`config.mk`:
```
export PLATFORM = sky130hd
export DESIGN_NAME = fir_tap_mem
export DESIGN_NICKNAME = d
export VERILOG_FILES = /design/src/hw/rtl/fir_pkg.sv /design/src/hw/rtl/fir_tap_mem.sv
export SDC_FILE = /design/constraint.sdc
export NUM_CORES = 2
export LEC_CHECK = 0
export BUFFER_PORTS_ARGS = -buffer_cell sky130_fd_sc_hd__buf_2
export CAP_MARGIN = 40
export CORE_ASPECT_RATIO = 0.8
export CORE_MARGIN = 2
export CORE_UTILIZATION = 45
export DETAILED_ROUTE_END_ITERATION = 6
export SYNTH_ARGS = -nofsm -noshare
export SYNTH_HDL_FRONTEND = slang
export SYNTH_SLANG_ARGS = --single-unit
```
`constraint.sdc`:
```
create_clock -name clock -period 11.48 [get_ports clock]
set_input_delay 1.148 -clock clock [delete_from_list [all_inputs] [get_ports clock]]
set_output_delay 1.148 -clock clock [all_outputs]
set_load 0.005 [all_outputs]
```
`src/hw/rtl/fir_pkg.sv`:
```
// ----------------------------------------------------------------------------
// fir_pkg
// shared types and constants of the streaming fir filter
// ----------------------------------------------------------------------------
package fir_pkg;

   // item kinds carried on the request tuser
   localparam logic [1:0] FUNC_FILTER = 2'd0;
   localparam logic [1:0] FUNC_COEF   = 2'd1;
   localparam logic [1:0] FUNC_CLEAR  = 2'd2;

   localparam int SAMPLE_W = 32;
   localparam int COEF_W   = 18;
   localparam int INDEX_W  = 6;
   localparam int TAPS_W   = 7;
   localparam int PROD_W   = SAMPLE_W + COEF_W;

   localparam logic [TAPS_W-1:0] TAPS_RESET = 7'd64;

   // sequencer states, one-hot
   typedef enum logic [3:0] {
      ST_IDLE   = 4'b0001,
      ST_RUN    = 4'b0010,
      ST_DRAIN  = 4'b0100,
      ST_RESULT = 4'b1000
   } state_type;

   // commands from the sequencer to the multiply-accumulate unit
   typedef struct packed {
      logic acc_clear;
      logic round;
   } mac_ctrl_type;

endpackage

```
`src/hw/rtl/fir_tap_mem.sv`:
```
// ----------------------------------------------------------------------------
// fir_tap_mem
// history and coefficient memories with the shift-and-fetch read path
// ----------------------------------------------------------------------------
module fir_tap_mem import fir_pkg::*; #(
   parameter int MAX_TAP_COUNT = 64
) (
   input  logic                                  clock,
   input  logic                                  reset,
   input  logic                                  hist_clear,
   input  logic                                  coef_wr_en,
   input  logic [$clog2(MAX_TAP_COUNT)-1:0]      coef_wr_addr,
   input  logic signed [COEF_W-1:0]              coef_wr_data,
   input  logic                                  rd_en,
   input  logic [$clog2(MAX_TAP_COUNT)-1:0]      rd_addr,
   input  logic signed [SAMPLE_W-1:0]            sample,
   output logic                                  tap_valid,
   output logic signed [SAMPLE_W-1:0]            hist_value,
   output logic signed [COEF_W-1:0]              coef_value
);

   localparam int TAP_W = $clog2(MAX_TAP_COUNT);

   logic signed [SAMPLE_W-1:0] hist_mem [MAX_TAP_COUNT];
   logic signed [COEF_W-1:0]   coef_mem [MAX_TAP_COUNT];

   logic [MAX_TAP_COUNT-1:0] hist_vld_ff, hist_vld_in;
   logic [MAX_TAP_COUNT-1:0] coef_vld_ff, coef_vld_in;

   logic                       rd_valid_ff;
   logic [TAP_W-1:0]           rd_addr_ff;
   logic signed [SAMPLE_W-1:0] hist_q_ff;
   logic signed [COEF_W-1:0]   coef_q_ff;
   logic                       hist_q_vld_ff;
   logic                       coef_q_vld_ff;
   logic [TAP_W-1:0]           hist_rd_addr;

   // the entry below the tap feeds it during the shift
   assign hist_rd_addr = rd_addr - TAP_W'(1);

   // tap zero takes the new sample, an unwritten entry reads as zero
   assign tap_valid  = rd_valid_ff;
   assign hist_value = (rd_addr_ff == '0) ? sample : (hist_q_vld_ff ? hist_q_ff : '0);
   assign coef_value = coef_q_vld_ff ? coef_q_ff : '0;

   always_comb begin
      hist_vld_in = hist_vld_ff;
      if (hist_clear) begin
         hist_vld_in = '0;
      end else if (rd_valid_ff) begin
         hist_vld_in[rd_addr_ff] = 1'b1;
      end
   end

   always_comb begin
      coef_vld_in = coef_vld_ff;
      if (coef_wr_en) begin
         coef_vld_in[coef_wr_addr] = 1'b1;
      end
   end

   always_ff @(posedge clock) begin
      if (reset) begin
         hist_vld_ff <= '0;
         coef_vld_ff <= '0;
         rd_valid_ff <= 1'b0;
      end else begin
         hist_vld_ff <= hist_vld_in;
         coef_vld_ff <= coef_vld_in;
         rd_valid_ff <= rd_en;
      end
   end

   // read port, data registered
   always_ff @(posedge clock) begin
      if (rd_en) begin
         rd_addr_ff    <= rd_addr;
         hist_q_ff     <= hist_mem[hist_rd_addr];
         hist_q_vld_ff <= hist_vld_ff[hist_rd_addr];
         coef_q_ff     <= coef_mem[rd_addr];
         coef_q_vld_ff <= coef_vld_ff[rd_addr];
      end
   end

   // write ports: shifted history goes back one entry up
   always_ff @(posedge clock) begin
      if (rd_valid_ff) begin
         hist_mem[rd_addr_ff] <= hist_value;
      end
   end

   always_ff @(posedge clock) begin
      if (coef_wr_en) begin
         coef_mem[coef_wr_addr] <= coef_wr_data;
      end
   end

endmodule

```
==> out/qor.yml <==
status:
  outcome: "completed"
worst_setup_path:
  endpoint_kind: "primary output"
  required_ns: 10.33
  crit_fanout: 33
  cp-start-kind: "flip-flop"
  criticalPathCategory: "flip-flop to primary output"
  arrival_ns: 4.84
logic_synthesis:
  syn_avg_cell_area_um2: 21.37
  synth_cell_types: 47
  yosys-top-cells-area: "edfxtp_1 75%, mux4_2 16%, dfxtp_1 2.0%, nand3_1 1.0%, nand2_1 0.97%"
  synth_edf_count: 3258
  synthMuxAreaShare: 0.1617
  syn_area_mm2: 0.1302
  synthCells: 6094
  synth_fa_ha_area_frac: 0.00009608
  synth_top_family_by_area: "multiplexers"
  synth_simple_gate_area_frac: 0.03265
  synth_xor_area_frac: 0.0005381
  ys.warnings.count: 0
  ys_ff_latch: 3387
  synth-compound-area-share: 0.02019
  synth_top_area_frac: 0.7513
  yosys-top-cells-count: "3258 x edfxtp_1, 910 x mux4_2, 337 x nand2_1"
  synth_nets: 6162
  ys_seq_area_frac: 0.7711
  ys_async_sr_fraction: 0
  synth.largest_area_cell: "edfxtp_1"
  synth_flop_cell: "edfxtp_1"
  yosysMostFrequentCell: "edfxtp_1"
placement:
  io_buffers: 117
  dp_hpwl_um: 190500
  gp_congestion: 0.7725
  dp_slack_ns: 4.937
grt:
  grt_pass1_vias: 64761
  grt_overflow: 0
  grt_pass1_wl_um: 495000
  grt_usage: 0.2381
  antenna_found_initial: 25
  grt_start_max_net_pins: 134
clock_network:
  cts_setup_buffers: 0
  clock_path_buffers: 4
  tritoncts: "built"
  hold_buffers: 0
  h-tree-depth: 5
  clk_latency_ns: 0.92
  root_buffer: "clkbuf_16"
  cts_inserted_buffers: 339
  post_cts_resize_count: 0
  clkTransAtPathRegs_ns: 0.07
  clock_sinks: 3387
route:
  routed_wl_um: 351800
  vias_per_cell: 6.231
  drt-pass1-iter-count: 6
  dr_total_vias: 65750
  ant_nets: 0
  drc: 0
  initialDrtViolationCount: 9156
  wl_per_cell_um: 33.34
timing:
  layout_setup_ws_ns: 5.496
  relSlewSlack: 0.1310
  tns_ns: 0
  hold_ws_ns: 0.4629
  finalClockSkew_ns: 0.07496
  finalMaxSlewViolations: 0
  worst_pin_slew_ns: 1.303
  fmax_mhz: 167.1
  finalHoldViolations: 0
  fin_crit_ns: 5.984
  fin_crit_sh: 0.5213
  rsz0062_at_grt: "false"
  setup_viol: 0
floorplanning:
  core-area_mm2: 0.2876
  die_area_mm2: 0.2937
  io-pin-count: 118
  start_util: 0.4528
  row_count: 176
  die_w_um: 605.4
  fp.dieH_um: 485.2
final_layout:
  nFillCells: 22302
  drive_above_1_share: 0.2918
  nets: 6519
  area_growth_pct: 14.07
pwr:
  leakagePower_nw: 46.62
  p_total_mw: 26.30
  ir_worst_vdd_mv: 0.1232
  p_per_area_mw_per_mm2: 177.1
hold_path:
  hp-class: "flip-flop to flip-flop"
run:
  maxCapViolCount: 0
final timing paths:
kind                                         to       startpoint  cells after the start  slack, ns
worst max-delay path              hist_value[7]    rd_addr_ff[3]                      7       5.50
worst min-delay path            coef_vld_ff[46]  coef_vld_ff[46]                      2       0.46
worst max register to register  hist_mem[23][7]    rd_addr_ff[3]                      7       6.77
worst min register to register  coef_vld_ff[46]  coef_vld_ff[46]                      2       0.46
flip-flops by register name (all words and copies together) (netlist names):
register	cells
hist_mem	2048
coef_mem	1152
coef_vld_ff	64
hist_vld_ff	64
hist_q_ff	32
coef_q_ff	18
rd_addr_ff	6
coef_q_vld_ff	1
hist_q_vld_ff	1
tap_valid	1
per-layer routing:
metal  part of all wire  global-route usage  vias up
li1                   -                   -    26106
met1               0.43              0.3684    35841
met2               0.45              0.3473     3362
met3               0.11             0.05300      439
met4              0.021             0.05184        2
met5           0.000037                   0        -
cells by family after synthesis:
family,count (synthesis)
buffers and inverters,371
and+or+nand+nor,970
DFF,3387
xor gates and xnor gates,8
muxes,963
AOI/OAI and AO/OA,394
adders and majority gates,1
power breakdown:
group	internal, mW	switching [mW]
Sequential	13.8	0.0324
Combinational	0.585	1.17
Clock	6.06	4.65
critical path, stage by stage, from the launching register on:
cell and delay (ns):
edfxtp_1 0.53, or3_1 0.76, nor2_4 0.24, buf_4 0.46, buf_4 0.62, nand2_1 0.70
o21ai_4 0.35, buf_2 0.22
placed cells by master (no fill, tap or decap), types with 52 or more instances in the layout:
cell type and instances:
edfxtp_1 3258, mux4_2 910, nor2_4 98, nand3_1 271, clkbuf_16 343, clkinv_1 76, o21a_1 64, buf_4 213
nor2_1 147, clkbuf_1 76, clkinv_2 52, buf_2 115, nand2_1 337, o21ai_0 104, dfxtp_1 129
final cells by class:
cell class	instances	area, µm²	area share
antenna	7	17.52	0.0001179
clock buffer	424	8937	0.06017
clock inverter	184	1672	0.01125
inverter	4	17.52	0.0001179
multi-input combinational	2336	29290	0.1972
sequential	3387	100400	0.6760
tap	3827	4788	0.03223
timing repair buffer	383	3406	0.02293
per-stage QoR:
stage	cells	utilization	instance area, µm²
2_1_floorplan	6094	-	130200
3_3_place_gp	9883	0.4758	136800
3_5_place_dp	9931	0.4792	137800
4_1_cts	10539	0.5161	148400
5_1_grt	10547	0.5165	148500
6_report	10552	0.5165	148500
No activity file was read; power rests on OpenSTA's default activity.
