File: src/hw/rtl/fir_pkg.sv
// ----------------------------------------------------------------------------
// fir_pkg
// shared types and constants of the streaming fir filter
// ----------------------------------------------------------------------------
package fir_pkg;

   // item kinds carried on the request tuser
   localparam logic [1:0] FUNC_FILTER = 2'd0;
   localparam logic [1:0] FUNC_COEF   = 2'd1;
   localparam logic [1:0] FUNC_CLEAR  = 2'd2;

   localparam int SAMPLE_W = 32;
   localparam int COEF_W   = 18;
   localparam int INDEX_W  = 6;
   localparam int TAPS_W   = 7;
   localparam int PROD_W   = SAMPLE_W + COEF_W;

   localparam logic [TAPS_W-1:0] TAPS_RESET = 7'd64;

   // sequencer states, one-hot
   typedef enum logic [3:0] {
      ST_IDLE   = 4'b0001,
      ST_RUN    = 4'b0010,
      ST_DRAIN  = 4'b0100,
      ST_RESULT = 4'b1000
   } state_type;

   // commands from the sequencer to the multiply-accumulate unit
   typedef struct packed {
      logic acc_clear;
      logic round;
   } mac_ctrl_type;

endpackage

File: src/hw/rtl/fir_mac.sv
// ----------------------------------------------------------------------------
// fir_mac
// shared multiply-accumulate unit with truncation and saturation
// ----------------------------------------------------------------------------
module fir_mac import fir_pkg::*; #(
   parameter int MAX_TAP_COUNT  = 64,
   parameter int COEF_FRAC_BITS = 16
) (
   input  logic                       clock,
   input  logic                       reset,
   input  mac_ctrl_type               ctrl,
   input  logic                       tap_valid,
   input  logic signed [SAMPLE_W-1:0] hist_value,
   input  logic signed [COEF_W-1:0]   coef_value,
   output logic                       idle,
   output logic signed [SAMPLE_W-1:0] sat_value
);

   localparam int SUM_W = PROD_W + $clog2(MAX_TAP_COUNT);
   localparam int ACC_W = (SUM_W > COEF_FRAC_BITS + SAMPLE_W + 1) ?
                          SUM_W : COEF_FRAC_BITS + SAMPLE_W + 1;
   localparam int SH_W  = ACC_W - COEF_FRAC_BITS;

   logic signed [PROD_W-1:0] prod_in, prod_ff;
   logic                     prod_vld_ff;
   logic signed [ACC_W-1:0]  acc_ff, acc_in;
   logic signed [ACC_W-1:0]  bias;
   logic signed [ACC_W-1:0]  biased;
   logic signed [SH_W-1:0]   shift_ff;
   logic [SH_W-SAMPLE_W:0]   upper;

   assign prod_in = hist_value * coef_value;
   assign idle    = ~tap_valid & ~prod_vld_ff;

   always_comb begin
      acc_in = acc_ff;
      if (ctrl.acc_clear) begin
         acc_in = '0;
      end else if (prod_vld_ff) begin
         acc_in = acc_ff + ACC_W'(prod_ff);
      end
   end

   // truncate toward zero: bias negative sums before the shift
   assign bias   = acc_ff[ACC_W-1] ? ACC_W'({COEF_FRAC_BITS{1'b1}}) : '0;
   assign biased = acc_ff + bias;

   // saturate when the bits above the int32 sign disagree
   assign upper = shift_ff[SH_W-1:SAMPLE_W-1];
   always_comb begin
      if ((&upper) || ~(|upper)) begin
         sat_value = shift_ff[SAMPLE_W-1:0];
      end else if (shift_ff[SH_W-1]) begin
         sat_value = {1'b1, {(SAMPLE_W-1){1'b0}}};
      end else begin
         sat_value = {1'b0, {(SAMPLE_W-1){1'b1}}};
      end
   end

   always_ff @(posedge clock) begin
      if (reset) begin
         prod_vld_ff <= 1'b0;
      end else begin
         prod_vld_ff <= tap_valid;
      end
   end

   always_ff @(posedge clock) begin
      prod_ff <= prod_in;
      acc_ff  <= acc_in;
      if (ctrl.round) begin
         shift_ff <= biased[ACC_W-1:COEF_FRAC_BITS];
      end
   end

endmodule

File: config.mk
export PLATFORM = sky130hd
export DESIGN_NAME = fir_mac
export DESIGN_NICKNAME = d
export VERILOG_FILES = /design/src/hw/rtl/fir_pkg.sv /design/src/hw/rtl/fir_mac.sv
export SDC_FILE = /design/constraint.sdc
export NUM_CORES = 2
export LEC_CHECK = 0
export BUFFER_PORTS_ARGS = -buffer_cell sky130_fd_sc_hd__buf_4
export CAP_MARGIN = 40
export CORE_MARGIN = 1
export CORE_UTILIZATION = 65
export CTS_CLUSTER_DIAMETER = 60
export DETAILED_ROUTE_END_ITERATION = 8
export GPL_TIMING_DRIVEN = 0
export HOLD_SLACK_MARGIN = 0.08
export PLACE_DENSITY = 0.8
export SYNTH_ARGS = -nofsm -noshare
export SYNTH_HDL_FRONTEND = slang
export SYNTH_SLANG_ARGS = --single-unit
File: constraint.sdc
create_clock -name clock -period 7.6 [get_ports clock]
set_input_delay 0.38 -clock clock [delete_from_list [all_inputs] [get_ports clock]]
set_output_delay 0.38 -clock clock [all_outputs]
set_load 0.02 [all_outputs]
==> run_results.csv <==
group,metric,value,unit
cts,clk_latency,0.43,ns
yosys,avgSynthCellArea,8.91,sq um
worst_setup_path,worstSetupEndpointType,"register",
global_route,grt_max_degree,41,
worst_setup_path,critPathMaxStageDelay,0.61,ns
layout,n_antenna_cell,0,
route,dr.pass1.iters,5,
timing,slew_headroom,37.2,%
floorplan,core-area,43400,sq um
layout,fillers,3439,
yosys,synthArstFlopShare,0,%
yosys,ys_seq_elements,147,
floorplan,die_w,212,microns
floorplan,die_area,45000,sq um
layout,nNetsFinal,4123,
floorplan,die_h,212,microns
route,drc,0,
yosys,synthFlopType,"dfxtp_1",
hold_path,hold_class,"in -> reg",
cts,cts_tree,"yes",
worst_setup_path,crit_type,"in -> reg",
layout,multi_input_area,22300,sq um
yosys,synthTopCellsByArea,"fa_1 39%, inv_1 8.4%, ha_1 8.3%",
worst_setup_path,worstPathCellList,"clkbuf_1 -> clkbuf_1 -> nand2_1 -> fa_1 -> fa_1 -> fa_1 -> inv_1 -> fa_1 -> fa_1 -> inv_1 -> fa_1 -> inv_1 -> ha_1 -> a21oi_1 -> o21ai_0 -> a211o_1 -> a221oi_2 -> o22ai_1 -> o31a_1 -> a221o_1 -> a21oi_2 -> xnor2_1",
route,routedWlPerCell,20.0,microns
placed_design,finalWeightedCongestion,1.01,
cts,htree_levels,4,
cts,clk_path_buf_depth,2,
timing,period_needed,7.26,ns
worst_setup_path,cp-start-kind,"input port",
global_route,first_global_vias,23900,
route,avgViaCountPerCell,5.82,
yosys,synth_commonest_cells,"641 x inv_1, 554 x fa_1, 426 x nand2_1",
floorplan,num_io_pins,88,
yosys,synth.most_common_cell,"inv_1",
yosys,syn_area,28700,sq um
timing,rsz0062_at_grt,"no",
worst_setup_path,slowest_stage,"fa_1",
global_route,grt_antenna_before_repair,0,
hold_path,min_path_cells,2,
status,status,"completed",
yosys,syn_inst,3223,
layout,register_area,3340,sq um
route,routed_wl,78.6,mm
route,first_iter_violations,1646,
timing,finClkSkew,0.00804,ns
yosys,synthDominantCellAreaShare,38.6,%
timing,setup_tns,0,ns
floorplan,rows,76,
yosys,syn_nets,4023,
cts,post_cts_buffers,0,
yosys,synth_edf_count,40,
worst_setup_path,cp_common_cell,"fa_1",
worst_setup_path,worst_r2r_path_depth,13,
route,vias,22800,
worst_setup_path,cp_data_arrival_time,7.61,ns
timing,setup_viol,0,
flow_run,maxCapViolations,0,
cts,cts_root_buf,"clkbuf_16",
global_route,grt_overflow_total,0,
timing,finalCritPeriodShare,95.6,%
yosys,yosysSeqAreaShare,11.6,%
floorplan,start_util,66.2,%
yosys,yosys_warnings,0,
placed_design,port_buffers,74,
layout,layout-drive-gt1-share,4.62,%
cts,cts_buffers,17,
placed_design,dp.final_hpwl,65.0,mm
worst_setup_path,required,7.94,ns
cts,clock-sinks,147,
global_route,grt_usage,36.9,%
layout,syn_to_final_growth,6.88,%
global_route,grt_pass1_wl,125,mm
timing,worst_pin_slew,0.943,ns
route,antenna_left,0,
timing,final-hold-violation-count,0,
yosys,synth_cell_types,82,
worst_setup_path,cp_max_fo,10,
timing,finalMaxSlewViolations,0,
timing,max_freq,138,MHz
cts,clk_pin_slew,0.06,ns
yosys,yosysTopAreaCell,"fa_1",
timing repair:
item,in CTS,in global routing
resized for setup,0,2
endpoints found under the hold margin,1,0
setup endpoints to repair,0,1
hold buffers,1,0
final timing paths:
path | start | endpoint | slack, ns
worst max register to register | acc_ff[55] | shift_ff[39] | 3.93
worst min-delay path | tap_valid | prod_vld_ff | 0.19
worst min register to register | acc_ff[54] | acc_ff[54] | 0.48
worst max-delay path | hist_value[21] | prod_ff[48] | 0.34
metal layers:
layer  GRT usage [%]  wire length (microns)  up-vias
met4            21.3                   4910        0
met3            8.20                   8100      287
met5               0                      0        -
li1                -                      -    10100
met2            59.0                  35900     1215
met1            46.2                  29700    11200
sequential cells by signal, summed over array words and instances, names as in the netlist:
signal / flops
acc_ff: 56
prod_ff: 50
shift_ff: 40
prod_vld_ff: 1
critical path: cells and delay by family:
kind                     cells  cell delay, ns
adder cells (fa/ha/maj)      7            3.56
buffers and inverters        5            1.21
AND/OR/NAND/NOR              1            0.16
XOR/XNOR                     1            0.15
AO/OA/AOI/OAI                8            2.13
layout make-up:
type,instances,share of cell area [%]
Inverter,641,7.84
Clock inverter,14,0.575
Sequential cell,147,10.9
Multi-Input combinational cell,2276,72.8
Timing Repair Buffer,81,2.08
Clock buffer,18,1.40
Buffer,159,2.01
Tap cell,585,2.39
stage by stage:
stage	util, %	worst slack (ns)	instance area, sq um	cells	hold slack (ns)
global route	70.8	0.0614	30700	3921	0.178
detailed placement	69.3	0.0641	30100	3887	0.470
floorplan	-	1.13	28700	3223	0.442
CTS	70.7	0.501	30700	3920	0.166
finish	70.8	0.338	30700	3921	0.191
global placement	69.2	0.105	30000	3882	0.456
cells by family (layout without fill, tap and decap cells):
logic type	after synthesis	in the layout	synth area share [%]
simple gates	962	962	16.2
buf+inv	800	913	10.5
fa+ha+maj	745	745	47.0
compound gates	400	400	9.40
flops	147	147	11.6
xor+xnor	136	136	4.15
mux	33	33	1.15
placed cells by master, fill, tap and decap left out, types with 17 or more instances in the layout:
cell type	synthesis	layout
a21oi_1	100	100
o21bai_1	18	18
edfxtp_1	40	40
clkbuf_1	145	145
a31oi_1	17	17
and2_1	231	231
a21o_1	73	73
nor2b_1	18	18
nor3_1	17	17
o21ai_0	68	68
inv_1	641	641
nor2_1	126	126
nand3_1	36	36
nand4_1	25	25
xnor2_1	90	90
nand2b_1	20	20
buf_4	2	76
ha_1	191	191
fa_1	554	554
mux2i_1	33	33
and3_1	17	17
nand2_1	426	426
xor2_1	46	46
dfxtp_1	107	107
a211oi_1	18	18
clkbuf_16	0	17
Power is not shown: default switching activity piles up to over one toggle a cycle in this logic, so the estimate is an artifact.
